## src/rtl/i2cs_pkg.sv

```systemverilog
// ----------------------------------------------------------------------------
// i2cs_pkg: shared types and constants of the I2C transaction sequencer
// Item, result and control encodings used by the front end, back end and top.
// ----------------------------------------------------------------------------
package i2cs_pkg;

  localparam int unsigned QueueDepthDef = 8;
  localparam int unsigned ByteDepthDef  = 64;
  localparam int unsigned EntryW        = 23;

  typedef enum logic [1:0] {
    MODE_SUBMIT = 2'd0,
    MODE_PUSH   = 2'd1,
    MODE_EVENT  = 2'd2,
    MODE_NONE   = 2'd3
  } mode_e;

  typedef enum logic [3:0] {
    PH_IDLE    = 4'd0,
    PH_START   = 4'd1,
    PH_ADDR_W  = 4'd2,
    PH_WRITE   = 4'd3,
    PH_RESTART = 4'd4,
    PH_ADDR_R  = 4'd5,
    PH_READ    = 4'd6,
    PH_STOP    = 4'd7,
    PH_DONE    = 4'd8,
    PH_ERROR   = 4'd9
  } phase_e;

  typedef enum logic [2:0] {
    CMD_NONE    = 3'd0,
    CMD_TX      = 3'd1,
    CMD_RESTART = 3'd2,
    CMD_RCV     = 3'd3,
    CMD_ACK     = 3'd4,
    CMD_NACK    = 3'd5,
    CMD_STOP    = 3'd6
  } cmd_e;

  typedef enum logic [1:0] {
    ST_NONE     = 2'd0,
    ST_ACCEPTED = 2'd1,
    ST_REJECTED = 2'd2
  } status_e;

  // control_busy bit positions
  localparam int unsigned CbStart   = 0;
  localparam int unsigned CbRestart = 1;
  localparam int unsigned CbStop    = 2;
  localparam int unsigned CbAck     = 3;
  localparam int unsigned CbRcv     = 4;

  typedef struct packed {
    mode_e       mode;
    logic        empty_xfer;
    logic [6:0]  dev_addr;
    logic [7:0]  write_count;
    logic [7:0]  read_count;
    logic [7:0]  data_byte;
    logic [4:0]  control_busy;
    logic        transmit_busy;
    logic        nack_seen;
    logic        rx_full;
    logic        stop_seen;
  } item_t;

  typedef struct packed {
    cmd_e        command;
    logic [7:0]  tx_byte;
    logic        issue_start;
    logic        read_valid;
    logic [7:0]  read_byte;
    logic        done_res;
    logic        success;
    logic        retrigger;
    logic        busy_res;
    status_e     request_status;
  } result_t;

endpackage

```

## src/rtl/i2cs_ram.sv

```systemverilog
// ----------------------------------------------------------------------------
// i2cs_ram: generic single-write, single-read RAM
// One write port and one read port; read data is registered.
// ----------------------------------------------------------------------------
module i2cs_ram #(
  parameter int unsigned WIDTH = 8,
  parameter int unsigned DEPTH = 64
) (
  input  logic                     clk_i,
  input  logic                     we_i,
  input  logic [$clog2(DEPTH)-1:0] waddr_i,
  input  logic [WIDTH-1:0]         wdata_i,
  input  logic [$clog2(DEPTH)-1:0] raddr_i,
  output logic [WIDTH-1:0]         rdata_o
);

  logic [WIDTH-1:0] mem_q [DEPTH];
  logic [WIDTH-1:0] rdata_q;

  always_ff @(posedge clk_i) begin
    if (we_i) begin
      mem_q[waddr_i] <= wdata_i;
    end
    rdata_q <= mem_q[raddr_i];
  end

  assign rdata_o = rdata_q;

endmodule

```

## src/rtl/i2cs_front.sv

```systemverilog
// ----------------------------------------------------------------------------
// i2cs_front: input stage of the sequencer
// Accepts items, classifies them and holds them in a two-entry queue.
// ----------------------------------------------------------------------------
module i2cs_front import i2cs_pkg::*; (
  input  logic       clk_i,
  input  logic       rst_ni,
  input  logic       in_valid_i,
  output logic       in_ready_o,
  input  item_t      item_i,
  output logic       item_valid_o,
  output item_t      item_o,
  input  logic       item_pop_i
);

  item_t      buf_q [2];
  logic       wptr_q, rptr_q;
  logic [1:0] cnt_q;
  logic       push;
  item_t      cls;

  always_comb begin
    cls = item_i;
    cls.empty_xfer = (item_i.write_count == 8'd0) && (item_i.read_count == 8'd0);
  end

  assign in_ready_o   = (cnt_q != 2'd2);
  assign push         = in_valid_i && in_ready_o;
  assign item_valid_o = (cnt_q != 2'd0);
  assign item_o       = buf_q[rptr_q];

  always_ff @(posedge clk_i) begin
    if (push) begin
      buf_q[wptr_q] <= cls;
    end
  end

  always_ff @(posedge clk_i or negedge rst_ni) begin
    if (!rst_ni) begin
      wptr_q <= 1'b0;
      rptr_q <= 1'b0;
      cnt_q  <= 2'd0;
    end else begin
      if (push) wptr_q <= ~wptr_q;
      if (item_pop_i) rptr_q <= ~rptr_q;
      cnt_q <= cnt_q + {1'b0, push} - {1'b0, item_pop_i};
    end
  end

`ifndef SYNTH
  a_no_pop_empty: assert property (@(posedge clk_i) disable iff (!rst_ni)
    item_pop_i |-> item_valid_o) else $error("pop from empty item queue");
  a_cnt_range: assert property (@(posedge clk_i) disable iff (!rst_ni)
    cnt_q != 2'd3) else $error("item queue count out of range");
  a_full_no_ready: assert property (@(posedge clk_i) disable iff (!rst_ni)
    (cnt_q == 2'd2) |-> !in_ready_o) else $error("ready while queue full");
`endif

endmodule

```

## src/rtl/i2cs_back.sv

```systemverilog
// ----------------------------------------------------------------------------
// i2cs_back: execution stage of the sequencer
// Runs the transaction phases, owns the request and byte stores, and holds
// the result register toward the output channel.
// ----------------------------------------------------------------------------
module i2cs_back import i2cs_pkg::*; #(
  parameter int unsigned QUEUE_DEPTH      = QueueDepthDef,
  parameter int unsigned BYTE_STORE_DEPTH = ByteDepthDef
) (
  input  logic    clk_i,
  input  logic    rst_ni,
  input  logic    item_valid_i,
  input  item_t   item_i,
  output logic    item_pop_o,
  output logic    out_valid_o,
  input  logic    out_ready_i,
  output result_t res_o
);

  localparam int unsigned QW  = $clog2(QUEUE_DEPTH);
  localparam int unsigned QFW = $clog2(QUEUE_DEPTH + 1);
  localparam int unsigned BW  = $clog2(BYTE_STORE_DEPTH);
  localparam int unsigned BFW = $clog2(BYTE_STORE_DEPTH + 1);
  localparam int unsigned NW  = (BFW > 8) ? BFW : 8;

  phase_e         phase_q, phase_d;
  logic           inprog_q, inprog_d;
  logic [6:0]     addr_q, addr_d;
  logic [7:0]     wtot_q, wtot_d, wdone_q, wdone_d;
  logic [7:0]     rtot_q, rtot_d, rdone_q, rdone_d;
  logic [QW-1:0]  qhead_q, qhead_d, qtail_q, qtail_d;
  logic [QFW-1:0] qfill_q, qfill_d;
  logic [BW-1:0]  bhead_q, bhead_d, btail_q, btail_d;
  logic [BFW-1:0] bfill_q, bfill_d;
  logic           out_valid_q;
  result_t        res_q, res_d;

  logic              q_we, b_we;
  logic [EntryW-1:0] q_wdata, q_rdata, q_head_data;
  logic [7:0]        b_rdata, b_head_data;
  logic              q_fwd_q, b_fwd_q;
  logic [EntryW-1:0] q_fwd_data_q;
  logic [7:0]        b_fwd_data_q;

  logic [7:0]    rem;
  logic [NW-1:0] ndisc;
  logic [NW:0]   hsum;
  logic [7:0]    rd_next;

  assign item_pop_o  = item_valid_i && (!out_valid_q || out_ready_i);
  assign out_valid_o = out_valid_q;
  assign res_o       = res_q;

  assign q_wdata = {item_i.dev_addr, item_i.write_count, item_i.read_count};

  // stores read the next head each cycle; a same-cycle write is forwarded
  i2cs_ram #(.WIDTH(EntryW), .DEPTH(QUEUE_DEPTH)) u_req_ram (
    .clk_i   (clk_i),
    .we_i    (q_we),
    .waddr_i (qtail_q),
    .wdata_i (q_wdata),
    .raddr_i (qhead_d),
    .rdata_o (q_rdata)
  );

  i2cs_ram #(.WIDTH(8), .DEPTH(BYTE_STORE_DEPTH)) u_byte_ram (
    .clk_i   (clk_i),
    .we_i    (b_we),
    .waddr_i (btail_q),
    .wdata_i (item_i.data_byte),
    .raddr_i (bhead_d),
    .rdata_o (b_rdata)
  );

  always_ff @(posedge clk_i) begin
    q_fwd_data_q <= q_wdata;
    b_fwd_data_q <= item_i.data_byte;
  end

  always_ff @(posedge clk_i or negedge rst_ni) begin
    if (!rst_ni) begin
      q_fwd_q <= 1'b0;
      b_fwd_q <= 1'b0;
    end else begin
      q_fwd_q <= q_we && (qtail_q == qhead_d);
      b_fwd_q <= b_we && (btail_q == bhead_d);
    end
  end

  assign q_head_data = q_fwd_q ? q_fwd_data_q : q_rdata;
  assign b_head_data = b_fwd_q ? b_fwd_data_q : b_rdata;

  always_comb begin
    phase_d  = phase_q;
    inprog_d = inprog_q;
    addr_d   = addr_q;
    wtot_d   = wtot_q;
    wdone_d  = wdone_q;
    rtot_d   = rtot_q;
    rdone_d  = rdone_q;
    qhead_d  = qhead_q;
    qtail_d  = qtail_q;
    qfill_d  = qfill_q;
    bhead_d  = bhead_q;
    btail_d  = btail_q;
    bfill_d  = bfill_q;
    q_we     = 1'b0;
    b_we     = 1'b0;
    res_d    = '0;
    rem      = wtot_q - wdone_q;
    ndisc    = (NW'(rem) < NW'(bfill_q)) ? NW'(rem) : NW'(bfill_q);
    hsum     = (NW+1)'(bhead_q) + (NW+1)'(ndisc);
    rd_next  = (rdone_q < rtot_q) ? rdone_q + 8'd1 : rdone_q;

    if (item_pop_o) begin
      unique case (item_i.mode)
        MODE_SUBMIT: begin
          if (qfill_q >= QFW'(QUEUE_DEPTH)) begin
            res_d.request_status = ST_REJECTED;
          end else if (item_i.empty_xfer) begin
            res_d.request_status = ST_ACCEPTED;
            res_d.done_res       = 1'b1;
            res_d.success        = 1'b1;
          end else begin
            res_d.request_status = ST_ACCEPTED;
            if (!inprog_q) begin
              // queue is empty when nothing runs: load straight from the request
              addr_d   = item_i.dev_addr;
              wtot_d   = item_i.write_count;
              rtot_d   = item_i.read_count;
              wdone_d  = 8'd0;
              rdone_d  = 8'd0;
              phase_d  = PH_START;
              inprog_d = 1'b1;
              res_d.issue_start = 1'b1;
            end else begin
              q_we    = 1'b1;
              qtail_d = (qtail_q == QW'(QUEUE_DEPTH - 1)) ? '0 : qtail_q + QW'(1);
              qfill_d = qfill_q + QFW'(1);
            end
          end
        end
        MODE_PUSH: begin
          if (bfill_q >= BFW'(BYTE_STORE_DEPTH)) begin
            res_d.request_status = ST_REJECTED;
          end else begin
            b_we    = 1'b1;
            btail_d = (btail_q == BW'(BYTE_STORE_DEPTH - 1)) ? '0 : btail_q + BW'(1);
            bfill_d = bfill_q + BFW'(1);
            res_d.request_status = ST_ACCEPTED;
          end
        end
        MODE_EVENT: begin
          unique case (phase_q)
            PH_START: begin
              if (!item_i.control_busy[CbStart]) begin
                res_d.command = CMD_TX;
                if (wtot_q != 8'd0) begin
                  phase_d = PH_ADDR_W;
                  res_d.tx_byte = {addr_q, 1'b0};
                end else begin
                  phase_d = PH_ADDR_R;
                  res_d.tx_byte = {addr_q, 1'b1};
                end
              end
            end
            PH_ADDR_W, PH_WRITE: begin
              if (!item_i.transmit_busy) begin
                if (item_i.nack_seen) begin
                  phase_d = PH_ERROR;
                  res_d.retrigger = 1'b1;
                end else if (wdone_q < wtot_q) begin
                  phase_d = PH_WRITE;
                  res_d.command = CMD_TX;
                  wdone_d = wdone_q + 8'd1;
                  if (bfill_q != '0) begin
                    res_d.tx_byte = b_head_data;
                    bhead_d = (bhead_q == BW'(BYTE_STORE_DEPTH - 1)) ?
                              '0 : bhead_q + BW'(1);
                    bfill_d = bfill_q - BFW'(1);
                  end
                end else if (rtot_q != 8'd0) begin
                  phase_d = PH_RESTART;
                  res_d.command = CMD_RESTART;
                end else begin
                  phase_d = PH_STOP;
                  res_d.command = CMD_STOP;
                end
              end
            end
            PH_RESTART: begin
              if (!item_i.control_busy[CbRestart]) begin
                phase_d = PH_ADDR_R;
                res_d.command = CMD_TX;
                res_d.tx_byte = {addr_q, 1'b1};
              end
            end
            PH_ADDR_R: begin
              if (!item_i.transmit_busy) begin
                if (item_i.nack_seen) begin
                  phase_d = PH_ERROR;
                  res_d.retrigger = 1'b1;
                end else begin
                  phase_d = PH_READ;
                  res_d.command = CMD_RCV;
                end
              end
            end
            PH_READ: begin
              if (item_i.rx_full) begin
                res_d.read_valid = 1'b1;
                res_d.read_byte  = item_i.data_byte;
                rdone_d = rd_next;
                res_d.command = (rd_next < rtot_q) ? CMD_ACK : CMD_NACK;
              end else if (!item_i.control_busy[CbAck] && !item_i.control_busy[CbRcv]) begin
                if (rdone_q < rtot_q) begin
                  res_d.command = CMD_RCV;
                end else begin
                  phase_d = PH_STOP;
                  res_d.command = CMD_STOP;
                end
              end
            end
            PH_STOP: begin
              if (!item_i.control_busy[CbStop]) begin
                phase_d = PH_DONE;
                res_d.retrigger = 1'b1;
              end
            end
            PH_DONE, PH_ERROR: begin
              res_d.done_res = 1'b1;
              res_d.success  = (phase_q == PH_DONE);
              if (phase_q == PH_ERROR) begin
                if (!item_i.control_busy[CbStop] && !item_i.stop_seen) begin
                  res_d.command = CMD_STOP;
                end
                // drop the unsent write bytes still held in the store
                wdone_d = wdone_q + ndisc[7:0];
                bhead_d = (hsum >= (NW+1)'(BYTE_STORE_DEPTH)) ?
                          BW'(hsum - (NW+1)'(BYTE_STORE_DEPTH)) : BW'(hsum);
                bfill_d = bfill_q - BFW'(ndisc);
              end
              phase_d = PH_IDLE;
              if (qfill_q == '0) begin
                inprog_d = 1'b0;
              end else begin
                addr_d   = q_head_data[22:16];
                wtot_d   = q_head_data[15:8];
                rtot_d   = q_head_data[7:0];
                wdone_d  = 8'd0;
                rdone_d  = 8'd0;
                phase_d  = PH_START;
                inprog_d = 1'b1;
                qhead_d  = (qhead_q == QW'(QUEUE_DEPTH - 1)) ? '0 : qhead_q + QW'(1);
                qfill_d  = qfill_q - QFW'(1);
                res_d.issue_start = 1'b1;
              end
            end
            default: ;
          endcase
        end
        default: ;
      endcase
      res_d.busy_res = (phase_d != PH_IDLE);
    end
  end

  always_ff @(posedge clk_i) begin
    if (item_pop_o) begin
      res_q <= res_d;
    end
  end

  always_ff @(posedge clk_i or negedge rst_ni) begin
    if (!rst_ni) begin
      phase_q     <= PH_IDLE;
      inprog_q    <= 1'b0;
      addr_q      <= '0;
      wtot_q      <= '0;
      wdone_q     <= '0;
      rtot_q      <= '0;
      rdone_q     <= '0;
      qhead_q     <= '0;
      qtail_q     <= '0;
      qfill_q     <= '0;
      bhead_q     <= '0;
      btail_q     <= '0;
      bfill_q     <= '0;
      out_valid_q <= 1'b0;
    end else begin
      phase_q  <= phase_d;
      inprog_q <= inprog_d;
      addr_q   <= addr_d;
      wtot_q   <= wtot_d;
      wdone_q  <= wdone_d;
      rtot_q   <= rtot_d;
      rdone_q  <= rdone_d;
      qhead_q  <= qhead_d;
      qtail_q  <= qtail_d;
      qfill_q  <= qfill_d;
      bhead_q  <= bhead_d;
      btail_q  <= btail_d;
      bfill_q  <= bfill_d;
      if (item_pop_o) begin
        out_valid_q <= 1'b1;
      end else if (out_ready_i) begin
        out_valid_q <= 1'b0;
      end
    end
  end

`ifndef SYNTH
  a_idle_matches_run: assert property (@(posedge clk_i) disable iff (!rst_ni)
    (phase_q == PH_IDLE) == !inprog_q) else $error("phase and run flag disagree");
  a_queue_empty_idle: assert property (@(posedge clk_i) disable iff (!rst_ni)
    !inprog_q |-> (qfill_q == '0)) else $error("requests queued while idle");
  a_qfill_bound: assert property (@(posedge clk_i) disable iff (!rst_ni)
    qfill_q <= QFW'(QUEUE_DEPTH)) else $error("request queue overfilled");
  a_bfill_bound: assert property (@(posedge clk_i) disable iff (!rst_ni)
    bfill_q <= BFW'(BYTE_STORE_DEPTH)) else $error("byte store overfilled");
  a_wdone_bound: assert property (@(posedge clk_i) disable iff (!rst_ni)
    wdone_q <= wtot_q) else $error("write count overrun");
`endif

endmodule

```

## src/rtl/i2c_master_transaction_sequencer.sv

```systemverilog
// A result is registered: its item passes through the item queue, then the result register.
// Throughput: one item per cycle while the output is not stalled; each item is one state update in the back end.
// An output stall backs up into the two-entry item queue, then drops in_ready_o.
// Reset (rst_ni low, asynchronous) empties the queues and returns the phase to idle;
// store contents are not cleared and need no clearing pass.
// ----------------------------------------------------------------------------
// i2c_master_transaction_sequencer: I2C master write/read transaction sequencer
// Queues write/read transactions and steps them over bus engine events.
// ----------------------------------------------------------------------------
module i2c_master_transaction_sequencer import i2cs_pkg::*; #(
  parameter int unsigned QUEUE_DEPTH      = QueueDepthDef,
  parameter int unsigned BYTE_STORE_DEPTH = ByteDepthDef
) (
  input  logic       clk_i,
  input  logic       rst_ni,
  input  logic       in_valid_i,
  output logic       in_ready_o,
  input  logic [1:0] mode_i,
  input  logic [6:0] dev_addr_i,
  input  logic [7:0] write_count_i,
  input  logic [7:0] read_count_i,
  input  logic [7:0] data_byte_i,
  input  logic [4:0] control_busy_i,
  input  logic       transmit_busy_i,
  input  logic       nack_seen_i,
  input  logic       rx_full_i,
  input  logic       stop_seen_i,
  output logic       out_valid_o,
  input  logic       out_ready_i,
  output logic [2:0] command_o,
  output logic [7:0] tx_byte_o,
  output logic       issue_start_o,
  output logic       read_valid_o,
  output logic [7:0] read_byte_o,
  output logic       done_res_o,
  output logic       success_o,
  output logic       retrigger_o,
  output logic       busy_res_o,
  output logic [1:0] request_status_o
);

  item_t   in_item, q_item;
  logic    q_valid, q_pop;
  result_t res;

  always_comb begin
    in_item               = '0;
    in_item.mode          = mode_e'(mode_i);
    in_item.dev_addr      = dev_addr_i;
    in_item.write_count   = write_count_i;
    in_item.read_count    = read_count_i;
    in_item.data_byte     = data_byte_i;
    in_item.control_busy  = control_busy_i;
    in_item.transmit_busy = transmit_busy_i;
    in_item.nack_seen     = nack_seen_i;
    in_item.rx_full       = rx_full_i;
    in_item.stop_seen     = stop_seen_i;
  end

  i2cs_front u_front (
    .clk_i        (clk_i),
    .rst_ni       (rst_ni),
    .in_valid_i   (in_valid_i),
    .in_ready_o   (in_ready_o),
    .item_i       (in_item),
    .item_valid_o (q_valid),
    .item_o       (q_item),
    .item_pop_i   (q_pop)
  );

  i2cs_back #(
    .QUEUE_DEPTH      (QUEUE_DEPTH),
    .BYTE_STORE_DEPTH (BYTE_STORE_DEPTH)
  ) u_back (
    .clk_i        (clk_i),
    .rst_ni       (rst_ni),
    .item_valid_i (q_valid),
    .item_i       (q_item),
    .item_pop_o   (q_pop),
    .out_valid_o  (out_valid_o),
    .out_ready_i  (out_ready_i),
    .res_o        (res)
  );

  assign command_o        = res.command;
  assign tx_byte_o        = res.tx_byte;
  assign issue_start_o    = res.issue_start;
  assign read_valid_o     = res.read_valid;
  assign read_byte_o      = res.read_byte;
  assign done_res_o       = res.done_res;
  assign success_o        = res.success;
  assign retrigger_o      = res.retrigger;
  assign busy_res_o       = res.busy_res;
  assign request_status_o = res.request_status;

endmodule

```

## config.mk

```make
export PLATFORM = sky130hd
export DESIGN_NAME = i2c_master_transaction_sequencer
export DESIGN_NICKNAME = d
export VERILOG_FILES = /design/src/rtl/i2cs_pkg.sv /design/src/rtl/i2cs_ram.sv /design/src/rtl/i2cs_front.sv /design/src/rtl/i2cs_back.sv /design/src/rtl/i2c_master_transaction_sequencer.sv
export SDC_FILE = /design/constraint.sdc
export NUM_CORES = 1
export LEC_CHECK = 0
export ABC_AREA = 0
export BUFFER_PORTS_ARGS = -buffer_cell sky130_fd_sc_hd__buf_4
export CAP_MARGIN = 20
export CELL_PAD_IN_SITES_DETAIL_PLACEMENT = 0
export CELL_PAD_IN_SITES_GLOBAL_PLACEMENT = 1
export CORE_UTILIZATION = 40
export CTS_CLUSTER_DIAMETER = 80
export DETAILED_ROUTE_END_ITERATION = 10
export PLACE_DENSITY = 0.76
export REMOVE_ABC_BUFFERS = 1
export SLEW_MARGIN = 15
export SYNTH_ARGS = -nofsm -noshare
export SYNTH_HDL_FRONTEND = slang
export SYNTH_SLANG_ARGS = --single-unit
```

## constraint.sdc

```tcl
create_clock -name clk_i -period 10.2 [get_ports clk_i]
set_input_delay 1.02 -clock clk_i [delete_from_list [all_inputs] [get_ports clk_i]]
set_output_delay 1.02 -clock clk_i [all_outputs]
set_load 0.02 [all_outputs]
```

## After elaboration in Yosys (flattened, before gate mapping)

Memory sizes are Yosys's and may differ from the RTL's. A register that Yosys moved wholly into a read port is not among the register bits.
Index checks and enable logic that the tools add are counted.

| word-level totals | value |
|---|---|
| register bits | 138 |
| RAM bits | 782 |
| input bits | 46 |
| output and inout bits | 29 |
| word-level logic and storage cells | 280 |
| memories kept | 3 |

Memory list:

| name | words | width | rd ports | clocked after memory_dff | wr ports | line | source |
|---|---|---|---|---|---|---|---|
| u_back.u_byte_ram.mem_q | 64 | 8 | 1 | 1 | 1 | i2cs_ram.sv:17 | `logic [WIDTH-1:0] mem_q [DEPTH];` |
| u_back.u_req_ram.mem_q | 8 | 23 | 1 | 1 | 1 | i2cs_ram.sv:17 |  |
| u_front.buf_q | 2 | 43 | 1 | 0 | 1 | i2cs_front.sv:16 | `item_t buf_q [2];` |

| operators by class | value |
|---|---|
| add/subtract/negate cells | 17 |
| order comparisons | 7 |
| equal/unequal tests | 35 |
| multiplexer cells | 144 |
| bitwise logic cells | 5 |
| reductions and logical operators | 38 |

Operators by type and width:

| kind | number |
|---|---|
| 2-to-1 mux 8 bit | 25 |
| case mux 8 bit (2 select lines) | 6 |
| 2-to-1 mux 4 bit | 20 |
| 2-to-1 mux 7 bit | 11 |
| 2-to-1 mux 6 bit | 10 |
| 2-to-1 mux 3 bit | 15 |
| case mux 7 bit (2 select lines) | 3 |
| 2-to-1 mux 1 bit | 30 |
| case mux 4 bit (7 select lines) | 1 |
| 2-to-1 mux 9 bit | 3 |
| < comparator 8 bit | 3 |
| case mux 8 bit (3 select lines) | 1 |
| 2-to-1 mux 23 bit | 1 |
| 2-to-1 mux 11 bit | 2 |
| inequality test 3 bit, second input constant | 6 |
| case mux 3 bit (6 select lines) | 1 |
| adder 8 x 1 -> 8 bit, second input constant | 2 |
| == test 4 x 3 -> 1 bit, second input constant | 4 |
| logical NOT 8 bit | 2 |
| case mux 4 bit (2 select lines) | 2 |
| nonzero test 8 bit | 2 |
| 2-to-1 mux 2 bit | 7 |
| inequality test 2 bit, second input constant | 7 |
| AND reduction 7 bit | 2 |
| other kinds (49) | 80 |

## Logic depth before layout (Yosys ltp)

| logic depth | value |
|---|---|
| word-level depth | 12 |
| gate-level depth with buffers | 32 |
| gate-level depth less buffers | 28 |

## By module

Synthesis repeated with hierarchy kept, for this count alone.

| unflattened totals | value |
|---|---|
| cell total of the unflattened synthesis | 2348 |
| area total of the unflattened synthesis | 39340.2 um^2 |

Modules (own cells, without submodules):

| module | times used | cells an instance | area each (um^2) | sequential area each (um^2) |
|---|---|---|---|---|
| i2cs_ram (u_back.u_byte_ram) | 1 | 972 | 20190.6 | 15534.9 |
| i2cs_back | 1 | 918 | 8249.2 | 3333.2 |
| i2cs_ram (u_back.u_req_ram) | 1 | 301 | 7566.0 | 5985.7 |
| i2cs_front | 1 | 156 | 3330.7 | 2682.6 |
| i2c_master_transaction_sequencer | 1 | 1 | 3.8 | 0.0 |

## Least setup slack after synthesis

Ideal clock, no wire load.

| timing | value |
|---|---|
| path kind | flip-flop to flip-flop |
| from | reg u_back.wdone_q[0] |
| to | reg u_back.u_byte_ram.rdata_q[3] (netlist: u_back.u_byte_ram.rdata_o[3]), read port of u_back.u_byte_ram.mem_q |
| setup time | 129 ps |
| arrival time | 5911 ps |
| required time | 10071 ps |
| slack | 4160 ps |
| cell stages (with the launch flop) | 28 |
| path buffers | 2 |
| clock period less this slack | 6040 ps |
| path through | dfrtp_1 > ha_1 > fa_1 > nand2b_1 > a21oi_1 > xor2_1 > ha_1 > a21o_1 > a21oi_1 > o21ai_0 > a221o_1 > or2_2 > clkbuf_1 > o21ai_0 > ha_1 > a21o_1 > a21oi_1 > xnor2_1 > a22o_1 > a311oi_2 > inv_2 > nor3_2 > buf_2 > a22o_1 > a221oi_1 > o221a_1 > a22oi_1 > o211ai_1 |

| between the ends | value |
|---|---|
| longest elaborated chain between the ends | 10 |
| elaborated cells on any way between the ends | 15 |
| classes of those cells | add/sub: 3; order compare: 3; mux: 9 |

Ends and longest elaborated chain:

| item | line | source |
|---|---|---|
| start: declaration | i2cs_back.sv:29 | `logic [7:0] wtot_q, wtot_d, wdone_q, wdone_d;` |
| start signal: assignment | i2cs_back.sv:295 | `wdone_q <= wdone_d;` |
| subtractor 8 bit | i2cs_back.sv:110 | `rem = wtot_q - wdone_q;` |
| < comparator 8 x 7 -> 1 bit | i2cs_back.sv:111 | `ndisc = (NW'(rem) < NW'(bfill_q)) ? NW'(rem) : NW'(bfill_q);` |
| 2-to-1 mux 8 bit | i2cs_back.sv:111 |  |
| adder 6 x 8 -> 9 bit | i2cs_back.sv:112 | `hsum = (NW+1)'(bhead_q) + (NW+1)'(ndisc);` |
| >= comparator 9 x 7 -> 1 bit or subtractor 6 x 1 -> 6 bit (tied branches) | i2cs_back.sv:239, i2cs_back.sv:240 |  |
| 2-to-1 mux 6 bit | i2cs_back.sv:239 | `bhead_d = (hsum >= (NW+1)'(BYTE_STORE_DEPTH)) ?` |
| 2-to-1 mux 6 bit | i2cs_back.sv:233 | `if (phase_q == PH_ERROR) begin` |
| case mux 6 bit (2 select lines) * | i2cs_back.sv:154 | `unique case (phase_q)` |
| 2-to-1 mux 6 bit * | i2cs_back.sv:116 | `unique case (item_i.mode)` |
| 2-to-1 mux 6 bit * | i2cs_back.sv:115 | `if (item_pop_o) begin` |
| end: declaration | i2cs_ram.sv:18 | `logic [WIDTH-1:0] rdata_q;` |

Mark *: on every way between the ends. The rest lies on a longest branch, timed or not.
A chain may end at the register's enable or synchronous reset.

## Worst setup path in the final report

Ends and elaborated chain as after synthesis.

==> metrics.md <==
| Metric | Value |
|---|---|
| Gpl congestion | `0.894` |
| CTS Hold Buffers Added | `0` |
| Vias in the first global route | `23900` |
| Fin util | `45.6%` |
| FILL cells | `8648` |
| CTS Sinks | `951` |
| Data arrival time of the critical path | `8160 ps` |
| Routed length per instance | `22.4 microns` |
| Seq/Total Area, Yosys | `69.5%` |
| Footprint of the multi-input gates | `11300 sq um` |
| Initial DRC Count | `2595` |
| Instance count on the critical path | `28` |
| Area growth syn-to-layout | `13.0%` |
| # rows | `115` |
| Tcrit/Tclk final | `74.9%` |
| CP peak stage delay | `730 ps` |
| Share of layout cells above drive strength 1 | `11.9%` |
| Buf/Inv on CP | `2` |
| Via density | `5.57` |
| Worst-Skew Late Latency | `670 ps` |
| Core area | `98300 sq um` |
| DRC | `0` |
| Num CTS Buffers | `95` |
| Max-slew violations | `0` |
| CTS tree | `yes` |
| Hold WS | `197 ps` |
| Initial DRT Pass Iterations | `5` |
| Seq cells post-synth | `951` |
| Pin count of the biggest net entering global routing | `119` |
| Setup-failing EPs final | `0` |
| Most frequent cells in the layout | `edfxtp_1, nand2_1, nand3_1, nor2_1, a21oi_1` |
| Tot GR Track Use | `19.8%` |
| FF-to-FF End | `u_back.u_byte_ram.rdata_o[3]` |
| N_diodes | `0` |
| Grt met2 use | `31.9%` |
| Vias | `25000` |
| Grt peak-use layer | `met2` |
| Ys async rst share | `8.41%` |
| Setup crit end kind | `register` |
| RSZ-0062 raised after global routing | `false` |
| Initial core utilization | `40.3%` |
| Register Area | `27500 sq um` |
| Hold Crit Class | `input pin to async pin` |
| M1 GR Usage | `27.8%` |
| Crit-path max FO | `22` |
| Number of antenna violations at the first check in global routing | `0` |
| Final Hold Viols | `0` |
| Post-CTS Setup Inserts | `0` |
| Worst slew pin tran | `1060 ps` |
| Post-cts repair resize count | `0` |
| Post-synth EDFFs | `809` |
| Top FF cell, synth | `edfxtp_1` |
| Final ANT Viol Nets | `0` |
| Top Family by Delay on Critical Path | `simple AND/OR/NAND/NOR gates` |
| Reg2reg setup slack | `2560 ps` |
| CTS root buffer | `clkbuf_16` |
| Final wirelength | `100000 microns` |
| Post-DP HPWL | `61700 microns` |
| Synth Cell Area | `39600 sq um` |
| Syn. warnings | `0` |
| Max Cap Viol | `0` |
| Nets | `3223` |
| Slew headroom | `28.9%` |
| Crit path required time | `10720 ps` |
| Slowest CP cell | `nor2_1` |
| P_leak | `15.7 nW` |
| Met3 Usage GRT | `2.73%` |
| Post-Syn Area per Cell | `13.0 sq um` |
| DIE HEIGHT | `317 microns` |
| Crit Path Category | `register to register` |
| Skew final | `24.2 ps` |
| Worst reg2reg path startpoint | `u_back.wdone_q[0]` |
| Global-route wire length before repair | `150000 microns` |
| Port Buffers | `74` |
| Fmax | `131 MHz` |
| Tmin final | `7640 ps` |
| Leading cell type in the layout, fill and taps excluded | `edfxtp_1` |
| Htree depth | `3` |
| Clock Path Buffers | `3` |
| R2R depth | `28` |
| Setup total negative slack | `0 ps` |
| Pwr dens | `309 nW/um^2` |
| Critical Path Start Type | `register` |
| Total global routing overflow | `0` |
| CP startpoint | `u_back.wdone_q[0]` |
| Cells after Synth | `3048` |
| Die area | `100000 sq um` |
| Overall power | `0.0139 W` |
| Clock slew at reported path FFs | `60 ps` |
| CP endpoint | `u_back.u_byte_ram.rdata_o[3]` |
| Die X | `317 microns` |
| Status | `finished clean` |
| Ports | `75` |
| Worst vdd ir | `247 uV` |
| Post-synth cell types | `80` |
[how the worst min path moves through the flow]
stage | from | to | slack (ps) | depth (start not counted)
6_report | rst_ni | u_back.qfill_q[3] | 200 | 1
5_1_grt | rst_ni | u_back.rdone_q[3] | 190 | 1
4_1_cts | rst_ni | u_back.qfill_q[3] | 180 | 1
3_5_place_dp | u_back.addr_q[5] | u_back.addr_q[5] | 480 | 2
3_3_place_gp | u_back.addr_q[2] | u_back.addr_q[2] | 460 | 2
2_1_floorplan | u_back.addr_q[0] | u_back.addr_q[0] | 450 | 2
[registers in the layout, summed over array words and instances (netlist names), 8 cells and up]
signal / flops
u_back.wdone_q: 8
u_back.wtot_q: 8
u_back.q_fwd_data_q: 23
u_back.u_req_ram.mem_q: 184
u_front.buf_q: 86
u_back.u_byte_ram.rdata_o: 8
u_back.rtot_q: 8
u_back.u_req_ram.rdata_o: 23
u_back.u_byte_ram.mem_q: 512
u_back.rdone_q: 8
u_back.res_o: 27
u_back.b_fwd_data_q: 8
[report_power, final]
part           internal [W]  leakage [nW]  switching, W
Clock               0.00205          1.57       0.00151
Combinational       0.00168          5.29       0.00336
Sequential          0.00499          8.86      0.000265
Total               0.00872          15.7       0.00513
[kinds of logic (layout without fill, tap and decap cells)]
family / Yosys count / after routing / share of synthesized area, %
AND/OR/NAND/NOR: 1130 / 1130 / 12.3
flip-flops: 951 / 951 / 69.5
AO/OA/AOI/OAI: 477 / 477 / 7.86
buffers and inverters: 216 / 359 / 2.37
multiplexers: 162 / 162 / 4.76
adder cells (fa/ha/maj): 66 / 66 / 2.18
XOR/XNOR: 46 / 46 / 1.02
[worst register-to-register path: cells and delay by family (launching register included)]
family                     cells  cell delay, ps
DFF                            1             450
xor gates and xnor gates       2             360
and+or+nand+nor                7            2120
AOI/OAI and AO/OA             12            2080
buffers and inverters          2             850
adders and majority gates      5            1650
[cell type report]
class | instances | share of cell area (%)
tap | 1287 | 3.60
clock buffer | 118 | 5.82
multi-input combinational | 1881 | 25.1
clock inverter | 59 | 1.34
timing repair buffer | 121 | 2.08
inverter | 61 | 0.517
sequential | 951 | 61.5
[Yosys cell counts (21+ instances only)]
master	number	share of area (%)
nor3_1	21	0.27
mux2_2	51	1.4
clkbuf_1	90	0.85
inv_1	57	0.54
dfrtp_1	80	5.1
dfxtp_1	62	3.1
xnor2_1	37	0.82
ha_1	61	1.9
a21oi_1	135	1.7
mux2i_1	95	2.4
nand2_1	611	5.8
edfxtp_1	809	61
o21ai_0	116	1.5
buf_2	30	0.38
nor2_1	146	1.4
a221oi_1	24	0.53
a22oi_1	34	0.64
nand3_1	248	3.1
[per-stage QoR]
| step | setup slack (ps) | instances | area, sq um |
|---|---|---|---|
| after global placement | 2770 | 4301 | 41600 |
| final | 2560 | 4478 | 44800 |
| after global routing | 2070 | 4478 | 44800 |
| after CTS | 2600 | 4478 | 44800 |
| after floorplan | -4420 | 2893 | 38900 |
| after detailed placement | 2640 | 4301 | 41600 |
[per-layer routing]
| metal | up-vias | wire length, microns |
|---|---|---|
| met5 | - | 0 |
| met4 | 0 | 2880 |
| met3 | 178 | 6670 |
| met2 | 910 | 47300 |
| met1 | 12500 | 43200 |
| li1 | 11400 | - |
(Power assumes the default switching activity.)
